===== src/rtl/rtll_pkg.sv =====
`default_nettype none
// ---------------------------------------------------------------------------
// rtll_pkg
// Shared types and constants for the range table lerp lookup block.
// ---------------------------------------------------------------------------
package rtll_pkg;

    localparam int DEF_TABLE_DEPTH = 1024;
    localparam int DEF_VALUE_WIDTH = 32;

    // fixed field widths
    localparam int FIELD_W     = 32;
    localparam int INDEX_W     = 16;
    localparam int CFG_IDX_W   = 2;
    localparam int CFG_LEN_W   = 11;
    localparam int FRAC_W      = 16;
    localparam int POS_W       = 48;

    // register reset values
    localparam logic [FIELD_W-1:0]   RST_TABLE_MIN = 32'h0000_0000;
    localparam logic [FIELD_W-1:0]   RST_INV_STEP  = 32'h0001_0000;
    localparam logic [CFG_LEN_W-1:0] RST_TABLE_LEN = 11'd1024;

    // 1.0 in Q.16 position units
    localparam logic [POS_W-1:0] ONE_Q16 = 48'h0000_0001_0000;

    // edges from the accepting edge to the edge that takes the result
    localparam int RESULT_LATENCY = 8;

    typedef enum logic {
        KIND_WRITE  = 1'b0,
        KIND_LOOKUP = 1'b1
    } t_kind;

    typedef enum logic [1:0] {
        ST_OK        = 2'd0,
        ST_BAD_INDEX = 2'd1,
        ST_UNUSABLE  = 2'd2
    } t_status;

    typedef enum logic [CFG_IDX_W-1:0] {
        CFG_TABLE_MIN = 2'd0,
        CFG_INV_STEP  = 2'd1,
        CFG_TABLE_LEN = 2'd2
    } t_cfg_idx;

    // control that rides along each pipeline stage
    typedef struct packed {
        logic    valid;
        t_kind   kind;
        t_status status;
    } t_stage_ctl;

endpackage
`default_nettype wire


===== src/rtl/rtll_posmap.sv =====
`default_nettype none
// ---------------------------------------------------------------------------
// rtll_posmap
// Front half of the pipe: point to table position, range folding, and the
// two neighbor addresses. Write beats ride along so they reach the table
// in order with lookups.
// ---------------------------------------------------------------------------
module rtll_posmap #(
    parameter  int TABLE_DEPTH = rtll_pkg::DEF_TABLE_DEPTH,
    parameter  int VALUE_WIDTH = rtll_pkg::DEF_VALUE_WIDTH,
    localparam int AW    = $clog2(TABLE_DEPTH),
    localparam int EW    = (VALUE_WIDTH > rtll_pkg::FIELD_W) ? rtll_pkg::FIELD_W : VALUE_WIDTH,
    localparam int LEN_W = ($clog2(TABLE_DEPTH + 1) > rtll_pkg::CFG_LEN_W) ?
                           $clog2(TABLE_DEPTH + 1) : rtll_pkg::CFG_LEN_W
) (
    input  wire logic                                 i_clk,
    input  wire logic                                 i_rst_n,
    input  wire logic                                 i_accept,
    input  wire logic                                 i_kind,
    input  wire logic        [rtll_pkg::INDEX_W-1:0]  i_entry_index,
    input  wire logic signed [rtll_pkg::FIELD_W-1:0]  i_entry_value,
    input  wire logic signed [rtll_pkg::FIELD_W-1:0]  i_lookup_point,
    input  wire logic signed [rtll_pkg::FIELD_W-1:0]  i_table_min,
    input  wire logic        [rtll_pkg::FIELD_W-1:0]  i_inv_step,
    input  wire logic        [rtll_pkg::CFG_LEN_W-1:0] i_table_len,
    output rtll_pkg::t_stage_ctl                      o_ctl,
    output logic                                      o_wr_en,
    output logic             [EW-1:0]                 o_wr_data,
    output logic             [AW-1:0]                 o_addr0,
    output logic             [AW-1:0]                 o_addr1,
    output logic             [rtll_pkg::FRAC_W-1:0]   o_frac
);

    import rtll_pkg::*;

    localparam int CMP_W = (LEN_W > INDEX_W) ? LEN_W : INDEX_W;

    // effective length, saturated at the table depth
    logic [LEN_W-1:0] w_len_ext;
    logic [LEN_W-1:0] w_eff_len;
    logic [LEN_W-1:0] w_last;
    logic [POS_W-1:0] w_lim;

    assign w_len_ext = LEN_W'(i_table_len);
    assign w_eff_len = (w_len_ext > LEN_W'(TABLE_DEPTH)) ? LEN_W'(TABLE_DEPTH) : w_len_ext;
    assign w_last    = w_eff_len - LEN_W'(1);
    assign w_lim     = {32'(w_eff_len), 16'h0000};

    // stage 1: offset from table_min, status
    t_stage_ctl              r_s1_ctl, n_s1_ctl;
    logic signed [FIELD_W:0] r_s1_diff, n_s1_diff;
    logic [AW-1:0]           r_s1_idx;
    logic [EW-1:0]           r_s1_wdata;

    always_comb begin
        n_s1_ctl.valid  = i_accept;
        n_s1_ctl.kind   = t_kind'(i_kind);
        n_s1_ctl.status = ST_OK;
        if (t_kind'(i_kind) == KIND_WRITE) begin
            if (CMP_W'(i_entry_index) >= CMP_W'(w_eff_len)) begin
                n_s1_ctl.status = ST_BAD_INDEX;
            end
        end else if (i_inv_step == '0 || w_eff_len == '0) begin
            n_s1_ctl.status = ST_UNUSABLE;
        end
        n_s1_diff = (FIELD_W + 1)'(i_lookup_point) - (FIELD_W + 1)'(i_table_min);
    end

    always_ff @(posedge i_clk) begin
        if (!i_rst_n) begin
            r_s1_ctl <= '0;
        end else begin
            r_s1_ctl <= n_s1_ctl;
        end
        r_s1_diff  <= n_s1_diff;
        r_s1_idx   <= i_entry_index[AW-1:0];
        r_s1_wdata <= i_entry_value[EW-1:0];
    end

    // stage 2: scale by the reciprocal step, Q32.32 down to Q.16
    t_stage_ctl         r_s2_ctl;
    logic [POS_W-1:0]   r_s2_pos, n_s2_pos;
    logic [AW-1:0]      r_s2_idx;
    logic [EW-1:0]      r_s2_wdata;
    logic [2*FIELD_W-1:0] w_prod;

    assign w_prod   = r_s1_diff[FIELD_W-1:0] * i_inv_step;
    // non-positive offset pins to entry 0
    assign n_s2_pos = (!r_s1_diff[FIELD_W] && (r_s1_diff[FIELD_W-1:0] != '0)) ?
                      w_prod[2*FIELD_W-1:FRAC_W] : '0;

    always_ff @(posedge i_clk) begin
        if (!i_rst_n) begin
            r_s2_ctl <= '0;
        end else begin
            r_s2_ctl <= r_s1_ctl;
        end
        r_s2_pos   <= n_s2_pos;
        r_s2_idx   <= r_s1_idx;
        r_s2_wdata <= r_s1_wdata;
    end

    // stage 3: one step back when at or past the end
    t_stage_ctl       r_s3_ctl;
    logic [POS_W-1:0] r_s3_pos, n_s3_pos;
    logic [AW-1:0]    r_s3_idx;
    logic [EW-1:0]    r_s3_wdata;

    assign n_s3_pos = (r_s2_pos >= w_lim) ? (r_s2_pos - ONE_Q16) : r_s2_pos;

    always_ff @(posedge i_clk) begin
        if (!i_rst_n) begin
            r_s3_ctl <= '0;
        end else begin
            r_s3_ctl <= r_s2_ctl;
        end
        r_s3_pos   <= n_s3_pos;
        r_s3_idx   <= r_s2_idx;
        r_s3_wdata <= r_s2_wdata;
    end

    // stage 4: still past the end pins to the last entry; neighbor wraps
    t_stage_ctl          r_s4_ctl;
    logic [AW-1:0]       r_s4_addr0, n_s4_addr0;
    logic [AW-1:0]       r_s4_addr1, n_s4_addr1;
    logic [FRAC_W-1:0]   r_s4_frac, n_s4_frac;
    logic [EW-1:0]       r_s4_wdata;
    logic                w_over;
    logic [LEN_W-1:0]    w_int;
    logic [LEN_W-1:0]    w_next;

    assign w_over = (r_s3_pos >= w_lim);
    assign w_int  = r_s3_pos[FRAC_W +: LEN_W];
    assign w_next = w_int + LEN_W'(1);

    always_comb begin
        if (r_s3_ctl.kind == KIND_WRITE) begin
            n_s4_addr0 = r_s3_idx;
        end else if (w_over) begin
            n_s4_addr0 = w_last[AW-1:0];
        end else begin
            n_s4_addr0 = w_int[AW-1:0];
        end
        n_s4_addr1 = (w_over || w_next >= w_eff_len) ? '0 : w_next[AW-1:0];
        n_s4_frac  = w_over ? '0 : r_s3_pos[FRAC_W-1:0];
    end

    always_ff @(posedge i_clk) begin
        if (!i_rst_n) begin
            r_s4_ctl <= '0;
        end else begin
            r_s4_ctl <= r_s3_ctl;
        end
        r_s4_addr0 <= n_s4_addr0;
        r_s4_addr1 <= n_s4_addr1;
        r_s4_frac  <= n_s4_frac;
        r_s4_wdata <= r_s3_wdata;
    end

    assign o_ctl     = r_s4_ctl;
    assign o_wr_en   = r_s4_ctl.valid && (r_s4_ctl.kind == KIND_WRITE) &&
                       (r_s4_ctl.status == ST_OK);
    assign o_wr_data = r_s4_wdata;
    assign o_addr0   = r_s4_addr0;
    assign o_addr1   = r_s4_addr1;
    assign o_frac    = r_s4_frac;

endmodule
`default_nettype wire


===== config.mk =====
export PLATFORM = sky130hd
export DESIGN_NAME = rtll_posmap
export DESIGN_NICKNAME = d
export VERILOG_FILES = /design/src/rtl/rtll_pkg.sv /design/src/rtl/rtll_posmap.sv
export SDC_FILE = /design/constraint.sdc
export NUM_CORES = 2
export LEC_CHECK = 0
export BUFFER_PORTS_ARGS = -buffer_cell sky130_fd_sc_hd__buf_2
export CORE_ASPECT_RATIO = 1.25
export CORE_UTILIZATION = 50
export CTS_BUF_LIST = sky130_fd_sc_hd__clkbuf_4 sky130_fd_sc_hd__clkbuf_8 sky130_fd_sc_hd__clkbuf_16
export CTS_CLUSTER_SIZE = 10
export DETAILED_ROUTE_END_ITERATION = 6
export PLACE_DENSITY = 0.67
export SYNTH_ARGS = -nofsm -noshare
export SYNTH_HDL_FRONTEND = slang
export SYNTH_SLANG_ARGS = --single-unit

===== constraint.sdc =====
create_clock -name i_clk -period 9.7 [get_ports i_clk]
set_input_delay 1.94 -clock i_clk [delete_from_list [all_inputs] [get_ports i_clk]]
set_output_delay 1.94 -clock i_clk [all_outputs]
set_load 0.01 [all_outputs]

==> results.tsv <==
stage	metric	value	unit
grt	vias in the first global route	34150	
worst_setup_path	delay-heaviest family, CP	adder cells	
grt	first-pass GRT wire length	186.7	mm
routing	routed length per instance	19.55	um
grt	total congestion overflow	0	
worst_setup_path	critical path startpoint	i_inv_step[10]	
layout	Reg area	0.006810	sq mm
cts	deepest clock path buffer count	3	
place	RePlAce Congestion	0.9019	
worst_setup_path	reg2reg path depth	24	
floorplan	core area	0.08751	sq mm
cts	CTS tree	built	
worst_setup_path	Crit Reg-Reg Startpoint	r_s1_diff[23]$_DFF_P_	
layout	multi-input logic area	0.03327	sq mm
yosys	asr flop ratio synth	0	%
floorplan	Top-Level Pins	232	
worst_setup_path	Critical path buffers and inverters	4	
grt	initial antenna violation count	4	
place	port bufs	231	
cts	Hold Buf Count CTS	0	
timing	f_max	109.2	MHz
timing	RSZ-0062 raised after global routing	false	
routing	Via density	5.337	
yosys	ys flop type	dfxtp_1	
yosys	Mean Syn Cell Area	9.533	sq um
place	Detailed Place HPWL	91.85	mm
worst_setup_path	Worst R2R Setup Slack	1.31	ns
timing	Max Transition Viols Final	0	
layout	fill count	7876	
worst_hold_path	hold crit path type	flop to flop	
worst_setup_path	WP depth	24	
floorplan	Die Y	335.1	um
timing	Worst slew margin	9.597	%
routing	Via Count	31860	
timing	Final min period	9.160	ns
timing	crit share post-route	94.44	%
worst_setup_path	Worst R2R End	r_s2_pos[46]$_SDFF_PN0_	
timing	clk_skew	0.04690	ns
yosys	Yosys warning total	0	
run_status	status	finished, final reports clean	
cts	total CTS buffers	40	
timing	Post-Route Setup TNS	0	ns
routing	First-pass DRT Iterations	7	
routing	Iter 0 DRT Violations	2067	
yosys	sequential area share after synthesis	15.29	%
yosys	Post-Synthesis Cell Area	0.04438	sq mm
floorplan	# rows	121	
grt	largest net degree at the start of global routing	49	
worst_setup_path	Critical Path Max Stage Delay	0.57	ns
yosys	Syn Nets	6049	
routing	DRC	0	
worst_setup_path	Worst Setup EP	r_s2_pos[46]$_SDFF_PN0_	
worst_setup_path	crit-path cells	buf_2 > and2_1 > fa_1 > fa_1 > inv_1 > fa_1 > fa_1 > inv_1 > fa_1 > fa_1 > fa_1 > fa_1 > ha_1 > nand4_1 > nor4_2 > nand4_1 > a2111oi_0 > a311oi_1 > nand2_2 > buf_4 > a21oi_4 > o21ba_2 > o21ai_1 > mux2i_1	
cts	clock root cell	clkbuf_16	
floorplan	Initial Utilization	50.71	%
worst_setup_path	WS Path Type	primary input to flop	
worst_setup_path	Worst path slowest cell	fa_1	
cts	CTS Sinks	339	
timing	Setup violations, final	0	
cts	Clock Latency Late Sink	0.59	ns
timing	final hold vios	0	
cts	post-cts sizing count	0	
worst_setup_path	cell mode on critical path	fa_1	
cts	H-tree Lvls	2	
layout	final core utilization	54.81	%
yosys	number of flops mapped to enable cells by yosys	0	
floorplan	Die Span X	268.5	um
grt	GRT Total Usage	26.91	%
worst_setup_path	CP Max Fanout	33	
layout	ratio of cells with drive above 1 in the final layout	8.769	%
routing	DRT antenna net count	0	
worst_setup_path	crit start category	primary input	
layout	Final #Nets	6189	
routing	routed wire length	116.7	mm
timing	actual slew at the worst max-slew pin	1.354	ns
worst_setup_path	Worst EP required	10.20	ns
layout	layout overhead on the synthesized area	8.084	%
floorplan	Die ar.	0.08996	sq mm
run	max-cap violations	0	
yosys	Mapped Cells	4655	
worst_setup_path	Crit path arrival time	9.66	ns
yosys	Yosys reg bits	339	
yosys	unique cell type count in the Yosys netlist	80	
worst_setup_path	CP Capture Type	flop	
cts	clock-pin slew on the worst setup and hold paths	0.05	ns
cts	setup bufs post-CTS	0	
cells in the mapped netlist, types with 12 or more instances:
| cell | number | area, sq um |
|---|---|---|
| nor3_1 | 24 | 120.1 |
| nor2_1 | 104 | 390.4 |
| a211oi_1 | 17 | 127.6 |
| fa_1 | 896 | 17940 |
| clkbuf_1 | 206 | 773.2 |
| o21a_1 | 19 | 142.6 |
| nand3_1 | 28 | 140.1 |
| and3_1 | 12 | 75.07 |
| dfxtp_1 | 339 | 6787 |
| ha_1 | 339 | 4242 |
| nand2_1 | 507 | 1903 |
| and2_1 | 634 | 3966 |
| inv_1 | 926 | 3476 |
| xnor2_1 | 82 | 718.2 |
| a21o_1 | 59 | 442.9 |
| a21oi_1 | 101 | 505.5 |
| nand4_1 | 46 | 287.8 |
| nor2b_1 | 20 | 125.1 |
| xor2_1 | 32 | 280.3 |
| o21ai_0 | 53 | 265.3 |
| o21ai_1 | 12 | 60.06 |
| nor4_1 | 32 | 200.2 |
| o21bai_1 | 12 | 90.09 |
| buf_2 | 12 | 60.06 |
sequential cells by signal (all words and copies together) (netlist names):
signal and flops:
o_addr0 10, o_addr1 10, o_ctl 4, o_frac 16, o_wr_data 32, r_s1_ctl 4
r_s1_diff 33, r_s1_idx 10, r_s1_wdata 32, r_s2_ctl 4, r_s2_idx 10, r_s2_pos 48
r_s2_wdata 32, r_s3_ctl 4, r_s3_idx 10, r_s3_pos 48, r_s3_wdata 32
layout by cell type, fill, tap and decap left out, types with 8 or more instances in the layout:
| cell type | instances |
|---|---|
| nor4_1 | 32 |
| fa_1 | 896 |
| buf_2 | 231 |
| nand4b_1 | 11 |
| o21ai_0 | 53 |
| a21oi_1 | 101 |
| and2_1 | 634 |
| nor2b_1 | 20 |
| nand3_1 | 28 |
| ha_1 | 339 |
| xor2_1 | 32 |
| o21ai_1 | 12 |
| nor3_1 | 24 |
| and3_1 | 12 |
| nand4_1 | 46 |
| nand2_1 | 507 |
| a21o_1 | 59 |
| o21bai_1 | 11 |
| nand2b_1 | 8 |
| buf_4 | 87 |
| xnor2_1 | 82 |
| nor3b_1 | 9 |
| dfxtp_1 | 320 |
| clkbuf_16 | 40 |
| nor2_1 | 104 |
| o211ai_1 | 10 |
| a211oi_1 | 17 |
| o21a_1 | 19 |
| inv_1 | 926 |
| dfxtp_2 | 19 |
how the worst min path moves through the flow:
stage                           startpoint                     end  cells after the start  slack, ns
floorplan            r_s3_wdata[0]$_DFF_P_    o_wr_data[0]$_DFF_P_                      0       0.31
CTS                  r_s1_wdata[0]$_DFF_P_   r_s2_wdata[0]$_DFF_P_                      0       0.31
global placement       r_s1_idx[5]$_DFF_P_     r_s2_idx[5]$_DFF_P_                      0       0.31
finish              r_s2_wdata[17]$_DFF_P_  r_s3_wdata[17]$_DFF_P_                      0       0.31
detailed placement   r_s3_wdata[7]$_DFF_P_    o_wr_data[7]$_DFF_P_                      0       0.31
global route        r_s2_wdata[10]$_DFF_P_  r_s3_wdata[10]$_DFF_P_                      0       0.33
kinds of logic (layout without fill, tap and decap cells):
logic type | after synthesis | count (layout) | share of synthesized area (%)
buf+inv | 1149 | 1295 | 9.772
simple gates | 1468 | 1468 | 17.37
mux | 10 | 10 | 0.2425
fa+ha+maj | 1235 | 1235 | 49.98
other cells | 0 | 1 | 0
flops | 339 | 339 | 15.29
xor+xnor | 114 | 114 | 2.250
compound gates | 340 | 340 | 5.098
per-stage QoR:
| step | hold WS (ns) | std cells | setup WS, ns | instance area [sq um] |
|---|---|---|---|---|
| floorplan | 0.3096 | 4655 | 1.097 | 44380 |
| global placement | 0.3101 | 5921 | 0.1033 | 46890 |
| detailed placement | 0.3121 | 5921 | 0.03285 | 46890 |
| CTS | 0.3149 | 5969 | 0.6404 | 47960 |
| global route | 0.3258 | 5969 | 0.2752 | 47960 |
| finish | 0.3066 | 5970 | 0.5395 | 47960 |
final cells by class:
| cell class | instances | area share, % |
|---|---|---|
| multi-input cells | 3167 | 69.36 |
| flip-flops and latches | 339 | 14.20 |
| inverters | 926 | 7.247 |
| repair buffers | 321 | 3.897 |
| well taps | 1168 | 3.047 |
| clock buffers | 42 | 2.118 |
| clock inverters | 6 | 0.1252 |
| diodes | 1 | 0.005217 |
routing by layer:
layer	part of all wire [%]	wire length, um	vias up	GRT usage [%]
met5	0.0094	11	-	0
met4	3.5	4040	2	9.006
met3	8.1	9468	245	4.657
met2	48	55480	1260	45.16
met1	41	47730	16120	35.07
li1	-	-	14240	-
worst register-to-register path, cell delays in order, from the launching register on:
cell,delay (ns)
dfxtp_2,1.10
nand2_1,0.24
fa_1,0.56
fa_1,0.56
fa_1,0.48
fa_1,0.54
inv_1,0.05
fa_1,0.45
fa_1,0.50
fa_1,0.50
inv_1,0.05
fa_1,0.49
inv_1,0.05
ha_1,0.29
nand2_1,0.10
nor4_2,0.31
nand4_1,0.32
a2111oi_0,0.53
a311oi_1,0.24
nand2_2,0.16
buf_4,0.14
a21oi_4,0.08
o21ba_2,0.24
o21ai_1,0.15
mux2i_1,0.18
Power is left out: the tool's default activity adds up to more than one toggle a clock period on the data nets, which glitch-free logic cannot reach.
